==> src/hw/rtl/lkfi_ram.sv <==
`timescale 1ns / 1ps
// ----------------------------------------------------------------------------
// lkfi_ram
// Generic single-write, single-read RAM with registered read data.
// ----------------------------------------------------------------------------
module lkfi_ram #(
	parameter int unsigned WIDTH = 64,
	parameter int unsigned DEPTH = 16
) (
	input  logic                     clk,
	input  logic                     we,
	input  logic [$clog2(DEPTH)-1:0] waddr,
	input  logic [WIDTH-1:0]         wdata,
	input  logic [$clog2(DEPTH)-1:0] raddr,
	output logic [WIDTH-1:0]         rdata
);

	logic [WIDTH-1:0] mem_q [DEPTH];

	// write port and registered read port
	always_ff @(posedge clk) begin
		if (we) begin
			mem_q[waddr] <= wdata;
		end
		rdata <= mem_q[raddr];
	end

endmodule

==> config.mk <==
export PLATFORM = sky130hd
export DESIGN_NAME = lkfi_ram
export DESIGN_NICKNAME = d
export VERILOG_FILES = /design/src/hw/rtl/lkfi_ram.sv
export SDC_FILE = /design/constraint.sdc
export NUM_CORES = 1
export LEC_CHECK = 0
export BUFFER_PORTS_ARGS = -buffer_cell sky130_fd_sc_hd__buf_2
export CAP_MARGIN = 20
export CORE_ASPECT_RATIO = 0.5
export CORE_UTILIZATION = 58
export CTS_BUF_LIST = sky130_fd_sc_hd__clkbuf_8
export DETAILED_ROUTE_END_ITERATION = 8
export PLACE_DENSITY = 0.78
export SLEW_MARGIN = 20
export SYNTH_ARGS = -nofsm -noshare
export SYNTH_HDL_FRONTEND = slang
export SYNTH_SLANG_ARGS = --single-unit
==> constraint.sdc <==
create_clock -name clk -period 6.2 [get_ports clk]
set_clock_uncertainty 0.1 [all_clocks]
set_input_delay 0.31 -clock clk [delete_from_list [all_inputs] [get_ports clk]]
set_output_delay 0.31 -clock clk [all_outputs]
set_load 0.03 [all_outputs]
==> impl_metrics.csv, run 1 <==
group,metric,value,unit
worst_setup_path,path_cells,"dlygate4sd3_1 -> buf_2 -> nand2b_1 -> nor2_4 -> buf_4",
layout,synthToLayoutAreaGrowth,13.1,%
power,leakagePower,14.7,nW
logic_synthesis,yosysSeqAreaShare,0.809,
power,pwr-share-seq,0.590,
logic_synthesis,synthArstFlopShare,0,
logic_synthesis,syn-cell-area,0.0396,mm^2
route,vias,18400,
floorplan,rows,67,
worst_setup_path,end_kind,"flip-flop",
logic_synthesis,synth_edf_count,1024,
floorplan,fp.dieH,187,um
global_route,antenna_found_initial,1,
power,p_clk_frac,0.352,
logic_synthesis,ys_ff_latch,1088,
layout,fin_nets,2022,
logic_synthesis,synth_top_area_frac,0.777,
power,power,14.0,mW
placed_design,dp.cells,2629,
layout,drive_gt1_frac,0.300,
worst_setup_path,worstSetupPathType,"in2reg",
route,detail-route-antenna-nets,0,
placed_design,dpl_worst_slack,3100,ps
clocking,ctsLongestPathBuffers,3,
timing,max_freq,0.364,GHz
logic_synthesis,ys.flop_type,"edfxtp_1",
placed_design,port_buffers,137,
timing,relSlewSlack,0.190,
global_route,grt_max_degree,109,
logic_synthesis,syn-num-nets,1721,
logic_synthesis,yosys.cell_count.top_type,"edfxtp_1",
timing,rsz0062_at_grt,"no",
logic_synthesis,synth_area_leader_cell,"edfxtp_1",
placed_design,place.detailed.hpwl,39100,um
power,ir_worst_vdd,0.000204,V
timing,setup_violations,0,
logic_synthesis,yosysWarnings,0,
logic_synthesis,syn_area_per_cell,24.0,um^2
worst_setup_path,cp.required,6440,ps
flow_run,drv_cap,0,
logic_synthesis,synth_cell_types,18,
status,outcome,"finished clean",
clocking,cts.sinks,1088,
placed_design,gp_congestion,0.727,
worst_setup_path,cpLargestDelayFamily,"buffers and inverters",
timing,fin_crit_sh,0.443,
floorplan,initial_utilization,0.589,
timing,hold_viol_final,0,
worst_setup_path,cp.arrival,2990,ps
floorplan,die_w,371,um
clocking,cts_resized,0,
clocking,clock_latency,730,ps
floorplan,core,0.0672,mm^2
global_route,gr-total-overflow,0,
power,p_int,11.0,mW
worst_setup_path,critPathMaxFanout,47,
logic_synthesis,synthCells,1647,
clocking,cts_buffers,144,
floorplan,die_area,0.0694,mm^2
route,first_pass_iters,5,
layout,final_cells,2966,
worst_setup_path,path_buf_inv,3,
global_route,grt_pass1_wl,118000,um
route,routed_wire_length_per_instance,27.5,um
global_route,first_global_vias,19200,
route,drcViolationCount,0,
global_route,grt_usage,0.234,
timing,fin_crit,2750,ps
timing,tightest_slew,1210,ps
clocking,cts.clk_slew.worst_paths,90,ps
clocking,cts_tree,"done",
timing,slew_violations,0,
worst_setup_path,max_stage_delay,870,ps
logic_synthesis,synthTopCellsByArea,"edfxtp_1 (78%), mux4_2 (15%), dfxtp_1 (3.2%)",
hold_path,hold_path_class,"in2reg",
clocking,cts_setup_buffers,0,
clocking,cts_max_level,4,
worst_setup_path,critPathSlowestCell,"buf_4",
timing,fin_ws,3450,ps
route,viasPerCell,6.22,
power,powerDensity,313,mW/mm^2
logic_synthesis,synth_common_cells,"edfxtp_1 (1024), mux4_2 (256), a22oi_1 (128)",
timing,fin_tns_setup,0,ps
clocking,clock-root-buffer,"clkbuf_8",
power,p_comb_frac,0.058,
layout,utilization,0.666,
power,power.switching,3.07,mW
floorplan,ioPinCount,138,
route,drt_iter0_drc,2303,
power,sw_frac_of_total,0.219,
route,routed_wl,81600,um
worst_setup_path,setup.worst_path.start_class,"input pin",
-- metal layers --
metal  GRT usage  up-vias  routed length, um
li1            -     7667                  -
met1       0.332     9673              31400
met2       0.377      976              41100
met3      0.0487      118               7490
met4      0.0651        0               1610
met5           0        -                  0
-- per-stage QoR --
stage               hold slack [ps]  instance area (um^2)
floorplan                       309                 39600
detailed placement              554                 41400
global placement                546                 41400
finish                          145                 44800
global route                   99.7                 44800
CTS                             102                 44700
-- kinds of logic after synthesis --
logic type             Yosys count  share of synthesized area
multiplexers                   256                      0.146
AO/OA/AOI/OAI                  128                     0.0243
buffers and inverters           84                     0.0114
flip-flops                    1088                      0.809
AND/OR/NAND/NOR                 91                    0.00942
-- area by class of cell --
type / instances / area [um^2]
Fill cell: 3976 / 22400
Antenna cell: 1 / 2.50
Multi-Input combinational cell: 475 / 7240
Sequential cell: 1088 / 32000
Tap cell: 897 / 1120
Timing Repair Buffer: 239 / 1720
Clock inverter: 104 / 437
Clock buffer: 162 / 2230
-- flip-flops by register name, summed over array words and instances, names as in the netlist --
| name | count |
|---|---|
| rdata | 64 |
| mem_q | 1024 |
-- timing repair --
action | in CTS | in global routing
setup endpoints to repair | 0 | 0
hold buffers | 66 | 0
hold endpoints to repair | 1034 | 0
-- final timing paths --
path	startpoint	endpoint	slack, ps	cells past startpoint
max	waddr[1]	mem_q[13][46]	3450	5
min	waddr[0]	mem_q[4][20]	140	3
max reg2reg	mem_q[7][6]	rdata[6]	4670	3
min reg2reg	mem_q[15][3]	rdata[3]	560	3
-- power by group through the flow --
stage | logic [mW] | clock network [mW] | registers, mW
CTS | 0.812 | 4.99 | 8.28
global placement | 0.762 | 0 | 8.43
finish | 0.812 | 4.94 | 8.28
global route | 0.862 | 5.32 | 8.29
detailed placement | 0.776 | 0 | 8.44
floorplan | 0.392 | 0 | 8.52
-- placed cells by master, fill, tap and decap left out --
cell,instances
buf_2,135
inv_1,79
nor2_4,13
mux4_2,256
buf_4,29
buf_16,1
nor3_4,1
nand3b_1,2
bufinv_16,1
or3b_2,1
nand2_1,65
nor2b_4,2
clkbuf_8,162
clkinv_1,16
edfxtp_1,1024
a22oi_1,128
buf_6,1
diode_2,1
buf_12,5
clkinv_2,4
dfxtp_1,64
nand3_1,1
nor3_2,3
clkinvlp_4,4
buf_8,2
nand2b_1,2
and2_4,1
dlygate4sd3_1,66
-- tightest hold or removal path, delay by kind of cell --
family        cells  cell delay [ps]
buf+inv           2              410
simple gates      1               90
(Power assumes the default switching activity.)
==> run 2, diff against run 1 <==
clock period = 2.3 ns   (was 6.2 ns; I/O delays follow)
==> run 2 against run 1 <==
Compared with the run above: register-to-register slack lost 4200 ps; hold slack improved by 50 ps; combinational power rose to 2.9 times the previous value; clock power grew to 2.9 times the previous value; largest power group unchanged; total power increased to 2.8 times the previous value; core utilization is 1.8 points higher; via count is 2.5% higher; design area is 2.6% higher; routed wire length increased by 4.3%; setup slack worse by 3200 ps; die area unchanged; sequential power grew to 2.7 times the previous value.
==> impl_metrics.csv, run 2 (synthesis results as in run 1) <==
group,metric,value,unit
layout,largest_reg_flops,1024,
worst_setup_path,critPathMaxFanout,23,
worst_setup_path,cp.arrival,2390,ps
timing,fin_tns_setup,0,ps
global_route,grt_max_degree,65,
layout,synthToLayoutAreaGrowth,16.1,%
worst_setup_path,reg2reg_slack,470,ps
timing,max_freq,0.481,GHz
route,topRoutingLayerUsed,"met4",
worst_setup_path,reg2regPathDepth,4,
clocking,cts.sinks,1088,
route,vias,18900,
worst_setup_path,r2r-start,"mem_q[12][16]",
timing,fin_crit,2080,ps
flow_run,drv_cap,0,
hold_path,whs_path_depth,2,
clocking,cts.clk_slew.worst_paths,60,ps
worst_setup_path,end_kind,"flip-flop",
layout,fin_nets,2075,
route,routed_wl,85100,um
clocking,cts_buffers,145,
global_route,grt_usage,0.250,
clocking,cts_resized,0,
timing,tightest_slew,531,ps
floorplan,die_area,0.0694,mm^2
timing,slew_violations,0,
route,drt_iter0_drc,2130,
worst_setup_path,cp.required,2610,ps
floorplan,die_w,371,um
route,m1WireLength,32400,um
placed_design,place.detailed.hpwl,43500,um
floorplan,ioPinCount,138,
timing,holdWs,195,ps
status,outcome,"finished clean",
route,detail-route-antenna-nets,0,
clocking,cts_max_level,4,
timing,fin_crit_sh,0.903,
layout,n_fill_cell,3811,
floorplan,rows,67,
clocking,cts_tree,"done",
route,routed_wire_length_per_instance,28.2,um
worst_setup_path,worstSetupPathType,"in2reg",
timing,setup_violations,0,
hold_path,hold_path_class,"in2reg",
global_route,gr-total-overflow,0,
global_route,grt_pass1_wl,125000,um
worst_setup_path,worst_r2r_endpoint,"rdata[16]",
layout,drive_gt1_frac,0.322,
worst_setup_path,setup.worst_path.start_class,"input pin",
clocking,ctsLongestPathBuffers,3,
floorplan,initial_utilization,0.589,
layout,stdcell_area,0.0460,mm^2
route,first_pass_iters,5,
timing,relSlewSlack,0.646,
power,leakagePower,15.1,nW
hold_path,hold_start,"wdata[49]",
placed_design,dpl-instance-area,0.0423,mm^2
placed_design,port_buffers,137,
floorplan,fp.dieH,187,um
global_route,antenna_found_initial,2,
power,ir_worst_vdd,0.000628,V
timing,hold_viol_final,0,
global_route,first_global_vias,19500,
power,powerDensity,844,mW/mm^2
route,met3_wirelength,8070,um
floorplan,core,0.0672,mm^2
layout,final_cell_mix,"edfxtp_1 (1024), mux4_2 (256), clkbuf_8 (172)",
clocking,clock_latency,740,ps
clocking,clock-root-buffer,"clkbuf_8",
hold_path,hold-path-endpoint,"mem_q[2][49]",
timing,rsz0062_at_grt,"no",
layout,final_common_cell,"edfxtp_1",
worst_setup_path,crit_start,"waddr[2]",
route,viasPerCell,6.26,
route,drcViolationCount,0,
layout,reg.largest.list,"mem_q: 1024 flops, rdata: 64 flops",
placed_design,gp_congestion,0.744,
layout,top_register,"mem_q",
route,wl_met2,42700,um
run 2: through the flow:
| stage | cells | worst slack [ps] | power [mW] | util |
|---|---|---|---|---|
| CTS | 3018 | 297 | 38.9 | 0.684 |
| global placement | 2675 | 468 | 24.9 | 0.630 |
| finish | 3020 | 222 | 38.8 | 0.684 |
| floorplan | 1647 | -446 | 24.0 | - |
| global route | 3020 | 250 | 40.0 | 0.684 |
| detailed placement | 2675 | 449 | 25.0 | 0.630 |
run 2: report_power, final:
| group | switching, mW | total [mW] | internal, mW | leakage [nW] |
|---|---|---|---|---|
| Clock | 6.91 | 14.2 | 7.24 | 1.68 |
| Combinational | 1.39 | 2.34 | 0.948 | 3.67 |
| Sequential | 0.160 | 22.3 | 22.2 | 9.79 |
run 2: critical path, cell delays in order:
cell and delay, ps:
dlygate4sd3_1 570, buf_2 180, nand3_4 70, dlygate4sd3_1 680, nor2_4 450, buf_12 300
run 2: routing by layer:
layer / GRT usage / vias to the layer above
met1: 0.353 / 9912
met2: 0.405 / 1053
met5: 0 / -
met3: 0.0473 / 157
li1: - / 7773
met4: 0.0765 / 0
run 2: layout make-up:
| type | count | area [um^2] | share of cell area |
|---|---|---|---|
| diodes | 2 | 5.00 | 0.000109 |
| clock inverters | 95 | 494 | 0.0108 |
| well taps | 897 | 1120 | 0.0244 |
| repair buffers | 291 | 2680 | 0.0582 |
| clock buffers | 172 | 2370 | 0.0515 |
| multi-input cells | 475 | 7270 | 0.158 |
| flip-flops and latches | 1088 | 32000 | 0.697 |
run 2: how the worst max path moves through the flow:
stage | depth (start not counted) | slack [ps] | to
floorplan | 2 | -450 | mem_q[1][0]
global placement | 6 | 470 | rdata[34]
detailed placement | 6 | 450 | rdata[40]
CTS | 6 | 300 | mem_q[13][49]
global route | 6 | 250 | mem_q[13][49]
finish | 6 | 220 | mem_q[13][49]
run 2: repair_timing:
item / in CTS / in global routing
buffers inserted: 0 / 0
hold buffers: 76 / 0
endpoints found under the hold margin: 1248 / 0
