<file path="config.mk">
export PLATFORM = sky130hd
export DESIGN_NAME = lkfi_div
export DESIGN_NICKNAME = d
export VERILOG_FILES = /design/src/hw/rtl/lkfi_pkg.sv /design/src/hw/rtl/lkfi_div.sv
export SDC_FILE = /design/constraint.sdc
export NUM_CORES = 1
export LEC_CHECK = 0
export BUFFER_PORTS_ARGS = -buffer_cell sky130_fd_sc_hd__buf_2
export CAP_MARGIN = 20
export CORE_MARGIN = 2
export CORE_UTILIZATION = 50
export CTS_BUF_LIST = sky130_fd_sc_hd__clkbuf_2 sky130_fd_sc_hd__clkbuf_4 sky130_fd_sc_hd__clkbuf_8
export CTS_CLUSTER_DIAMETER = 40
export DETAILED_ROUTE_END_ITERATION = 7
export PLACE_DENSITY_LB_ADDON = 0.3
export SYNTH_ARGS = -nofsm -noshare
export SYNTH_HDL_FRONTEND = slang
export SYNTH_SLANG_ARGS = --single-unit
export TNS_END_PERCENT = 50
</file>
<file path="constraint.sdc">
create_clock -name clk -period 9.1 [get_ports clk]
set_input_delay 1.82 -clock clk [delete_from_list [all_inputs] [get_ports clk]]
set_output_delay 1.82 -clock clk [all_outputs]
set_load 0.02 [all_outputs]
</file>
<file path="src/hw/rtl/lkfi_pkg.sv">
`timescale 1ns / 1ps
// ----------------------------------------------------------------------------
// lkfi_pkg
// Shared types and constants of the looping keyframe interpolator.
// ----------------------------------------------------------------------------
package lkfi_pkg;

	// register indexes of the configuration port
	localparam int unsigned CFG_IDX_W = 2;
	typedef enum logic [CFG_IDX_W-1:0] {
		REG_TIME_SCALE   = 2'd0,
		REG_CYCLE_LENGTH = 2'd1,
		REG_FRAME_COUNT  = 2'd2
	} cfg_reg_t;

	// item opcodes
	localparam logic OP_WRITE = 1'b0;
	localparam logic OP_EVAL  = 1'b1;

	// 1.0 in Q16.16
	localparam logic [30:0] ONE_Q16 = 31'h0001_0000;

	// shared divider geometry
	localparam int unsigned DIV_N_W = 64;
	localparam int unsigned DIV_D_W = 40;

	typedef struct packed {
		logic               start;
		logic [DIV_N_W-1:0] dividend;
		logic [DIV_D_W-1:0] divisor;
	} div_req_t;

	typedef struct packed {
		logic               done;
		logic [DIV_N_W-1:0] quotient;
		logic [DIV_D_W-1:0] remainder;
	} div_rsp_t;

	// one keyframe table entry
	typedef struct packed {
		logic [31:0] ktime;
		logic [31:0] kvalue;
	} key_t;

	typedef enum logic [3:0] {
		S_IDLE,
		S_LAST_RD,
		S_FIRST_RD,
		S_CHECK,
		S_MOD_START,
		S_MOD_WAIT,
		S_SMP_MUL,
		S_SMP_START,
		S_SMP_WAIT,
		S_SCAN_RD,
		S_SCAN_CHK,
		S_FAC,
		S_FAC_WAIT,
		S_MUL,
		S_ADD,
		S_DONE
	} state_t;

endpackage

</file>
<file path="src/hw/rtl/lkfi_div.sv">
`timescale 1ns / 1ps
// ----------------------------------------------------------------------------
// lkfi_div
// Unsigned restoring divider, one quotient bit per cycle.
// ----------------------------------------------------------------------------
module lkfi_div (
	input  logic               clk,
	input  logic               arst_n,
	input  lkfi_pkg::div_req_t req,
	output lkfi_pkg::div_rsp_t rsp
);

	localparam int unsigned NW    = lkfi_pkg::DIV_N_W;
	localparam int unsigned DW    = lkfi_pkg::DIV_D_W;
	localparam int unsigned CNT_W = $clog2(NW);

	logic             busy_q;
	logic             done_q;
	logic [CNT_W-1:0] cnt_q;
	logic [NW-1:0]    quo_q;
	logic [DW-1:0]    rem_q;
	logic [DW-1:0]    div_q;
	logic [DW:0]      trial;
	logic [DW:0]      diff;
	logic             ge;

	// one trial subtraction
	always_comb begin
		trial = {rem_q, quo_q[NW-1]};
		diff  = trial - {1'b0, div_q};
		ge    = trial >= {1'b0, div_q};
	end

	// control
	always_ff @(posedge clk or negedge arst_n) begin
		if (!arst_n) begin
			busy_q <= 1'b0;
			done_q <= 1'b0;
			cnt_q  <= '0;
		end else begin
			done_q <= 1'b0;
			if (req.start) begin
				busy_q <= 1'b1;
				cnt_q  <= '0;
			end else if (busy_q) begin
				cnt_q <= cnt_q + 1'b1;
				if (cnt_q == CNT_W'(NW - 1)) begin
					busy_q <= 1'b0;
					done_q <= 1'b1;
				end
			end
		end
	end

	// datapath
	always_ff @(posedge clk) begin
		if (req.start) begin
			quo_q <= req.dividend;
			rem_q <= '0;
			div_q <= req.divisor;
		end else if (busy_q) begin
			rem_q <= ge ? diff[DW-1:0] : trial[DW-1:0];
			quo_q <= {quo_q[NW-2:0], ge};
		end
	end

	assign rsp.done      = done_q;
	assign rsp.quotient  = quo_q;
	assign rsp.remainder = rem_q;

endmodule

</file>
==> reports/results.ini, run 1 <==
[worst_setup_path]
startpoint = div_q[11]
crit_end = rem_q[2]
worstSetupPathType = reg2reg
rrSetupSlack_ns = 5.42
r2r-end = rem_q[2]
end_kind = flop
critical_path_arrival_ns = 4.01
reg2reg_from = div_q[11]
ff2ff_path_depth = 12
cp_max_fo = 21
cp.required_ns = 9.43
worst_setup_path_start_kind = flop

[cts]
cts_hold_buf = 0
postCtsSetupBuffers = 0
cts.sinks = 152
clk_latency_ns = 0.48
path_clk_slew_ns = 0.09
cts_tree = yes
root_buffer = clkbuf_8
numCtsBuffers = 17
cts_resized = 0
clockBufferDepth = 2
htreeDepth = 4

[placed_design]
dpl_cell_area_um2 = 9640
gp_congestion = 0.887
port_buffers = 211
hpwl_um = 14700

[timing]
fin_skew_ns = 0.0267
slew_headroom = 0.396
rsz0062_at_grt = false
timing_hold_violations_final = 0
max_freq_mhz = 271
finalCritPeriodShare = 0.405
worst_pin_slew_ns = 0.906
drv_slew = 0
setup_viol = 0
fin_crit_ns = 3.68
tns_ns = 0

[final_layout]
final_cell_mix = buf_2 (210), edfxtp_1 (104), nand2_1 (88)
stdcell_area_um2 = 9990
drive_gt1_frac = 0.315
syn2layout_area_growth_pct = 18.0
fin_nets = 1148
final_common_cell = buf_2
fillers = 1442
diodes = 0

[synth]
synth_cell_types = 62
ys_seq_elements = 152
netlist_instances = 813
avgSynthCellArea_um2 = 10.4
synth.net_count = 962
synthesis.area_um2 = 8470
synthArstFlopShare = 0.0526
ys.warnings.count = 0
synth_edf_count = 104
ys.flop_type = edfxtp_1
synth_seq_area_share = 0.487

[floorplanning]
rows = 47
chipHeight_um = 134
die_area_um2 = 18000
core_area_um2 = 16600
top_level_ports = 212
start_util = 0.511
die_w_um = 134

[power]
clkPwrFrac = 0.176
max-vdd-ir-drop_v = 0.000130
p_comb_frac = 0.467
switchingPower_mw = 1.16
switching_share = 0.424
power_density_nw_per_um2 = 274
leakage_nw = 4.46
p_seq_frac = 0.356
power.internal_mw = 1.58

[grt]
grt_antenna_before_repair = 0
grt_first_pass_wirelength_um = 32200
grt_use_total = 0.226
grt_overflow_total = 0
grt_max_degree = 90
grt_pass1_vias = 6414

[flow_run]
cap_violations = 0

[routing]
first_pass_iters = 5
via_per_inst = 5.48
drt-total-wl_um = 20200
drtIter0Drc = 417
wl_per_cell_um = 16.4
vias = 6749
ant_nets = 0
drc = 0

[min_path]
hold_class = reg2reg

[run_status]
outcome = completed

[metrics by stage]
step | instances | power (mW) | hold slack (ns) | util | worst slack [ns]
2_1_floorplan | 813 | 1.93 | 0.504 | - | 4.73
3_5_place_dp | 1200 | 2.26 | 0.501 | 0.581 | 5.20
4_1_cts | 1232 | 2.75 | 0.512 | 0.603 | 5.41
3_3_place_gp | 1200 | 2.25 | 0.497 | 0.581 | 5.23
6_report | 1232 | 2.74 | 0.508 | 0.603 | 5.42
5_1_grt | 1232 | 2.92 | 0.543 | 0.603 | 5.18
[worst min path at each step]
stage               from        end  cells after the start
4_1_cts         rem_q[5]   rem_q[6]                      2
3_5_place_dp   rem_q[10]  rem_q[11]                      2
6_report        rem_q[5]   rem_q[6]                      2
5_1_grt        rem_q[39]  rem_q[39]                      2
3_3_place_gp   rem_q[11]  rem_q[12]                      2
2_1_floorplan   cnt_q[4]   cnt_q[4]                      2
[layer usage]
| layer | global-route usage | part of all wire | wire, µm |
|---|---|---|---|
| met3 | 0.0801 | 0.077 | 1560 |
| met5 | 0 | 0 | 0 |
| met4 | 0.0515 | 0.0088 | 178 |
| met2 | 0.374 | 0.48 | 9720 |
| met1 | 0.285 | 0.43 | 8700 |
[cells in the mapped netlist, types with 3 or more instances]
cell	count	area, µm²
inv_1	57	214
o21a_1	8	60.1
nor4_1	4	25.0
a21o_1	15	113
a21oi_1	48	240
nor3_1	6	30.0
ha_1	41	513
clkbuf_1	33	124
mux2_2	64	721
or3_1	8	50.1
a311oi_1	29	254
nand3_1	14	70.1
nor2_1	73	274
o21ai_0	21	105
o21bai_1	11	82.6
nand4_1	12	75.1
xor2_1	15	131
edfxtp_1	104	3120
a31oi_1	3	18.8
dfxtp_1	40	801
buf_2	11	55.1
nand2_1	88	330
xnor2_1	24	210
mux2i_1	7	70.1
dfrtp_1	8	200
a211oi_1	9	67.6
a41oi_1	3	26.3
o2111ai_1	3	26.3
and3_1	4	25.0
nand2b_1	5	31.3
[registers in the layout, summed over array words and instances (netlist names)]
signal	count
cnt_q	6
quo_q	64
rem_q	40
done_q	1
div_q	40
busy_q	1
[final cells by class]
class / count / area (µm²) / share of cell area
Timing Repair Buffer: 217 / 1110 / 0.111
Inverter: 57 / 214 / 0.0214
Sequential cell: 152 / 4130 / 0.413
Multi-Input combinational cell: 554 / 3910 / 0.392
Clock inverter: 14 / 115 / 0.0115
Tap cell: 220 / 275 / 0.0275
Clock buffer: 18 / 241 / 0.0242
[cells by family after synthesis]
group                      share of synthesized area
DFF                                            0.487
buffers and inverters                         0.0517
AOI/OAI and AO/OA                              0.145
adders and majority gates                     0.0629
and+or+nand+nor                                0.118
xor gates and xnor gates                      0.0403
muxes                                         0.0951
[power groups by stage]
stage,Combinational [mW],Clock [mW],Sequential (mW)
final,1.28,0.482,0.976
after global routing,1.41,0.517,0.996
after CTS,1.28,0.493,0.978
after detailed placement,1.27,0,0.991
after global placement,1.26,0,0.991
after floorplan,0.829,0,1.10
[critical path, cell delays in order (launching register included)]
cell      delay [ns]
edfxtp_1        0.33
inv_1           0.04
ha_1            0.37
nand2_1         0.07
o21ai_0         0.46
a221o_1         0.30
nand3_1         0.14
a31oi_1         0.26
or3_1           0.68
buf_4           0.38
mux2_4          0.32
mux2i_1         0.13
nor2_1          0.05
(Power assumes the default switching activity.)
==> run 2, diff against run 1 <==
Clock period 9.1 ns to 3.7 ns, I/O delays scaled along.
==> run 2 against run 1 <==
  * Critical path depth up 1
  * Combinational power up 150%
  * Largest cell class unchanged
  * Clock-buffer cell count down 1
  * Cell area up 0.81%
  * Via count up 0.77%
  * Worst hold slack worse by 0.41 ns
  * Largest power group unchanged
==> reports/results.ini, run 2 (synthesis gave the netlist of run 1 again) <==
[cts]
root_buffer = clkbuf_8
cts.sinks = 152  ; unchanged
clk_latency_ns = 0.47  ; about the same
clockBufferDepth = 2  ; unchanged
path_clk_slew_ns = 0.10  ; about the same
numCtsBuffers = 17  ; unchanged
cts_tree = yes
cts_hold_buf = 0  ; unchanged
cts_resized = 0  ; unchanged
postCtsSetupBuffers = 0  ; unchanged
htreeDepth = 4  ; unchanged

[worst_setup_path]
ff2ff_path_depth = 13  ; +1
cp_max_fo = 4  ; -81%
r2r-end = rem_q[38]
rrSetupSlack_ns = 0.36  ; -5.06 ns
worstSetupPathType = reg2reg
end_kind = flop
worst_setup_path_start_kind = flop
reg2reg_from = quo_q[63]
critical_path_arrival_ns = 3.71  ; -0.30 ns
cp.required_ns = 4.07  ; -5.36 ns

[floorplanning]
rows = 47  ; unchanged
chipHeight_um = 134  ; unchanged
start_util = 0.511  ; unchanged
die_area_um2 = 18000  ; unchanged
die_w_um = 134  ; unchanged
top_level_ports = 212  ; unchanged
core_area_um2 = 16600  ; unchanged

[timing]
finalCritPeriodShare = 0.903  ; +0.498
max_freq_mhz = 299  ; +10%
rsz0062_at_grt = false
fin_skew_ns = 0.0219  ; -0.00481 ns
setup_viol = 0  ; unchanged
fin_crit_ns = 3.34  ; -0.344 ns
drv_slew = 0  ; unchanged
worst_pin_slew_ns = 0.848  ; -0.0582 ns
tns_ns = 0  ; unchanged
whs_ns = 0.0966  ; -0.412 ns
timing_hold_violations_final = 0  ; unchanged
slew_headroom = 0.435  ; +0.0388
worst_slack_ns = 0.360  ; -5.06 ns

[final_layout]
diodes = 0  ; unchanged
final_cell_mix = buf_2 (210), edfxtp_1 (104), nand2_1 (88)
fin_nets = 1150  ; +0.17%
syn2layout_area_growth_pct = 18.9
postLayoutCoreUtil = 0.607  ; +0.00490
largest_register_ffs = 64  ; unchanged
stdcell_area_um2 = 10100  ; +0.81%
drive_gt1_frac = 0.315  ; -0.000622
fin_cells = 1234  ; +0.16%
top_register = quo_q
final_common_cell = buf_2
reg_top3 = quo_q: 64 flops, div_q: 40 flops, rem_q: 40 flops

[power]
switchingPower_mw = 2.86  ; +150%
max-vdd-ir-drop_v = 0.000355  ; +170%
power_density_nw_per_um2 = 682  ; +150%
p_seq_frac = 0.349  ; -0.007
switching_share = 0.416  ; -0.00815
clkPwrFrac = 0.190  ; +0.014
power.internal_mw = 4.01  ; +150%
p_comb_frac = 0.461  ; -0.006
finalPower_mw = 6.87  ; +150%
leakage_nw = 4.50  ; +1.1%

[grt]
grt_first_pass_wirelength_um = 33200  ; +3.0%
grt_use_total = 0.233  ; +0.00733
grt_overflow_total = 0  ; unchanged
grt_max_degree = 102  ; +13%
grt_antenna_before_repair = 1  ; +1
grt_pass1_vias = 6569  ; +2.4%

[routing]
vias = 6801  ; +0.77%
via_per_inst = 5.51  ; +0.61%
first_pass_iters = 5  ; unchanged
ant_nets = 0  ; unchanged
drt-total-wl_um = 20400  ; +1.3%
drtIter0Drc = 418  ; +0.24%
wl_per_cell_um = 16.6  ; +1.2%
drc = 0  ; unchanged

[placed_design]
pre_cts_ws_ns = 0.375  ; -4.82 ns
hpwl_um = 14900  ; +2.0%
port_buffers = 211  ; unchanged
dp_cells = 1202  ; +0.17%
dpl_cell_area_um2 = 9680  ; +0.42%
gp_congestion = 0.889  ; +0.33%

[min_path]
hold_class = in2async

[run_status]
outcome = completed

[flow_run]
cap_violations = 0  ; unchanged

[run 2: power by group through the flow]
stage / sequential (mW) / combinational (mW) / clock [mW]
2_1_floorplan: 2.71 / 2.04 / 0
3_3_place_gp: 2.43 / 3.13 / 0
3_5_place_dp: 2.43 / 3.15 / 0
4_1_cts: 2.40 / 3.17 / 1.33
5_1_grt: 2.45 / 3.49 / 1.40
6_report: 2.40 / 3.17 / 1.31
[run 2: worst max path at each step]
stage	startpoint	end	cells after the start
finish	quo_q[63]	rem_q[38]	13
global route	div_q[11]	rem_q[25]	11
CTS	quo_q[63]	rem_q[38]	13
detailed placement	quo_q[63]	rem_q[38]	13
global placement	quo_q[63]	rem_q[38]	13
floorplan	req[104]	quo_q[0]	5
[run 2: area by class of cell]
class                      instances  area (µm²)
clock buffer                      17         234
clock inverter                    15         164
fill                            1399        6510
inverter                          57         214
multi-input combinational        554        3910
sequential                       152        4130
tap                              220         275
timing repair buffer             219        1150
[run 2: critical path: stages (launching register included)]
cell and delay [ns]:
edfxtp_1 0.43, inv_1 0.08, ha_1 0.15, inv_1 0.05, fa_1 0.40, a21oi_1 0.21, o22ai_1 0.17, o311ai_1 0.44
nand4_1 0.21, a41o_1 0.32, a221oi_1 0.30, xor2_1 0.10, and3_1 0.20, a2111oi_2 0.20
[run 2: layer usage]
metal | global-route usage | share of wire
met5 | 0 | 0.00054
met4 | 0.0684 | 0.016
met3 | 0.0737 | 0.080
met2 | 0.380 | 0.47
met1 | 0.299 | 0.43
==> run 3, diff against run 2 <==
Settings changed: ABC_AREA set to 1, CAP_MARGIN 20 to not set, CORE_ASPECT_RATIO set to 1.75.
==> run 3 against run 2 <==
  * Synthesized area rose by 12%
  * Sequential cell count unchanged
  * Maximum frequency is 13% higher
  * Largest power group is now sequential cells
  * Combinational power shrank 79%
  * Routed wire length grew 35%
  * Critical path depth stayed put
  * Via count is 33% higher
  * Core utilization is 0.77 points lower
  * Non-clock buffer count rose by 1
  * Power is 43% lower
  * First-iteration DRC count increased by 19%
==> reports/results.ini, run 3 <==
[power]
switchingPower_mw = 1.17  ; -59%
p_seq_frac = 0.509  ; +0.160
leakage_nw = 6.25  ; +39%
power.internal_mw = 2.76  ; -31%
max-vdd-ir-drop_v = 0.000319  ; -10%
switching_share = 0.297  ; -0.119
clkPwrFrac = 0.318  ; +0.128
power_density_nw_per_um2 = 353  ; -48%
p_comb_frac = 0.173  ; -0.288

[worst_setup_path]
critical_path_arrival_ns = 3.29  ; -0.42 ns
end_kind = flop
worstSetupPathType = reg2reg
cp_max_fo = 43  ; +39
cp.buffers_inverters = 1  ; -1
cp_cell_sequence = inv_1, ha_1, nand2_1, nor2_1, nand3_1, nand3_1, nand2_1, nand3_2, nand2_4, nand2_4, nand2_1, nand3_1, o21ai_0
max_stage_delay_ns = 0.53  ; +0.09 ns
cp.required_ns = 4.03  ; -0.04 ns
critical_path.top_delay_family = simple AND/OR/NAND/NOR gates
reg2reg_from = div_q[6]
worst_setup_path_start_kind = flop
rrSetupSlack_ns = 0.74  ; +0.38 ns
startpoint = div_q[6]
crit_slowest_cell = nand2_4

[floorplanning]
chipHeight_um = 186  ; +39%
core_area_um2 = 18600  ; +12%
top_level_ports = 212  ; unchanged
start_util = 0.511  ; +0.000591
die_area_um2 = 20200  ; +12%
die_w_um = 108  ; -19%
rows = 66  ; +40%

[timing]
setup_viol = 0  ; unchanged
rsz0062_at_grt = false
fin_skew_ns = 0.0175  ; -0.00438 ns
worst_pin_slew_ns = 0.891  ; +0.0428 ns
fin_crit_ns = 2.96  ; -0.377 ns
drv_slew = 0  ; unchanged
max_freq_mhz = 337  ; +13%
tns_ns = 0  ; unchanged
finalCritPeriodShare = 0.801  ; -0.102
whs_ns = 0.104  ; +0.00724 ns
slew_headroom = 0.406  ; -0.0285
timing_hold_violations_final = 0  ; unchanged

[grt]
grt_first_pass_wirelength_um = 45000  ; +36%
grt_antenna_before_repair = 0  ; -1
grt_pass1_vias = 9319  ; +42%
grt_use_total = 0.286  ; +0.0527
grt_overflow_total = 0  ; unchanged
grt_max_degree = 81  ; -21%

[synth]
netlist_instances = 1343  ; +65%
synthArstFlopShare = 0.0526  ; unchanged
synth.net_count = 1492  ; +55%
post-synth-top-count-cell = nand2_1
synthesis.area_um2 = 9500  ; +12%
ys_seq_elements = 152  ; unchanged
synth_seq_area_share = 0.434  ; -0.0528
avgSynthCellArea_um2 = 7.07  ; -32%
synth.top_cell.area_share = 0.329  ; -0.0400
synthTopCellsByArea = edfxtp_1 (33%), nand2_1 (23%), dfxtp_1 (8.4%)
ys.warnings.count = 0  ; unchanged
synth.largest_area_cell = edfxtp_1
synth_edf_count = 104  ; unchanged
synth_cell_types = 37  ; -40%
ys_top_cells_by_count = nand2_1 (587), inv_1 (212), edfxtp_1 (104), nand3_1 (97), nor2_1 (76)
ys.flop_type = edfxtp_1

[final_layout]
top_register = quo_q
diodes = 0  ; unchanged
largest_register_ffs = 64  ; unchanged
fin_nets = 1697  ; +48%
reg_top3 = quo_q: 64 flops, div_q: 40 flops, rem_q: 40 flops
syn2layout_area_growth_pct = 17.3
drive_gt1_frac = 0.176  ; -0.139
final_common_cell = nand2_1
final_cell_mix = nand2_1 (587), inv_1 (211), buf_2 (210)

[placed_design]
hpwl_um = 21600  ; +44%
port_buffers = 211  ; unchanged
gp_congestion = 0.999  ; +12%

[cts]
numCtsBuffers = 17  ; unchanged
cts_resized = 0  ; unchanged
cts.sinks = 152  ; unchanged
htreeDepth = 4  ; unchanged
cts_hold_buf = 0  ; unchanged
postCtsSetupBuffers = 0  ; unchanged
clk_latency_ns = 0.47  ; about the same
path_clk_slew_ns = 0.09  ; about the same
cts_tree = yes
root_buffer = clkbuf_8
clockBufferDepth = 2  ; unchanged

[routing]
wl_per_cell_um = 15.3  ; -7.7%
drt-total-wl_um = 27500  ; +35%
first_pass_iters = 5  ; unchanged
drtIter0Drc = 497  ; +19%
via_per_inst = 5.02  ; -9.0%
ant_nets = 0  ; unchanged
vias = 9022  ; +33%
drc = 0  ; unchanged

[min_path]
hold_class = in2async

[flow_run]
cap_violations = 0  ; unchanged

[run_status]
outcome = completed

## run 3: cell types whose count changed after synthesis, moves of 12 or more
cell,delta
nand2_1,+499
inv_1,+155
nand3_1,+83
mux2_2,-64
a311oi_1,-29
a21oi_1,-19
nand3b_1,+19
xor2_1,-14
a21o_1,-13
clkbuf_1,-12
## run 3: power groups by stage
stage | Sequential, mW | Clock, mW | Combinational, mW
3_5_place_dp | 2.04 | 0 | 0.681
3_3_place_gp | 2.04 | 0 | 0.669
2_1_floorplan | 2.12 | 0 | 0.346
5_1_grt | 2.02 | 1.33 | 0.758
4_1_cts | 2.00 | 1.27 | 0.681
6_report | 2.00 | 1.25 | 0.678
## run 3: per-stage QoR
step	utilization	power, mW	cell area [µm²]	cells	worst slack [ns]
2_1_floorplan	-	2.47	9500	1343	0.365
3_3_place_gp	0.580	2.71	10800	1767	0.893
3_5_place_dp	0.580	2.72	10800	1767	0.797
4_1_cts	0.600	3.95	11100	1799	0.778
5_1_grt	0.600	4.11	11100	1799	0.439
6_report	0.600	3.93	11100	1799	0.737
## run 3: logic make-up after synthesis
logic type               after synthesis  synth area share
flip-flops                           152             0.434
buffers and inverters                253             0.103
adder cells (fa/ha/maj)               42            0.0561
XOR/XNOR                              22            0.0203
AO/OA/AOI/OAI                         68            0.0388
AND/OR/NAND/NOR                      806             0.348
## run 3: cell type report
cell class / instances / area [µm²]
Timing Repair Buffer: 220 / 1130
Clock buffer: 21 / 277
Multi-Input combinational cell: 938 / 4400
Sequential cell: 152 / 4120
Clock inverter: 11 / 97.6
Tap cell: 238 / 298
Fill cell: 1842 / 7440
Inverter: 219 / 822
## run 3: path summary, 6_finish.rpt
kind                        endpoint  cells past startpoint
max                         rem_q[6]                     13
min                         cnt_q[2]                      1
max reg2reg                 rem_q[6]                     13
min reg2reg                rem_q[34]                      2
max in group asynchronous     busy_q                      1
min in group clk           div_q[25]                      1
## run 3: routing by layer
metal	wire length (µm)	global-route usage
met1	9800	0.294
met2	14800	0.535
met3	1590	0.0552
met4	1280	0.141
met5	0	0
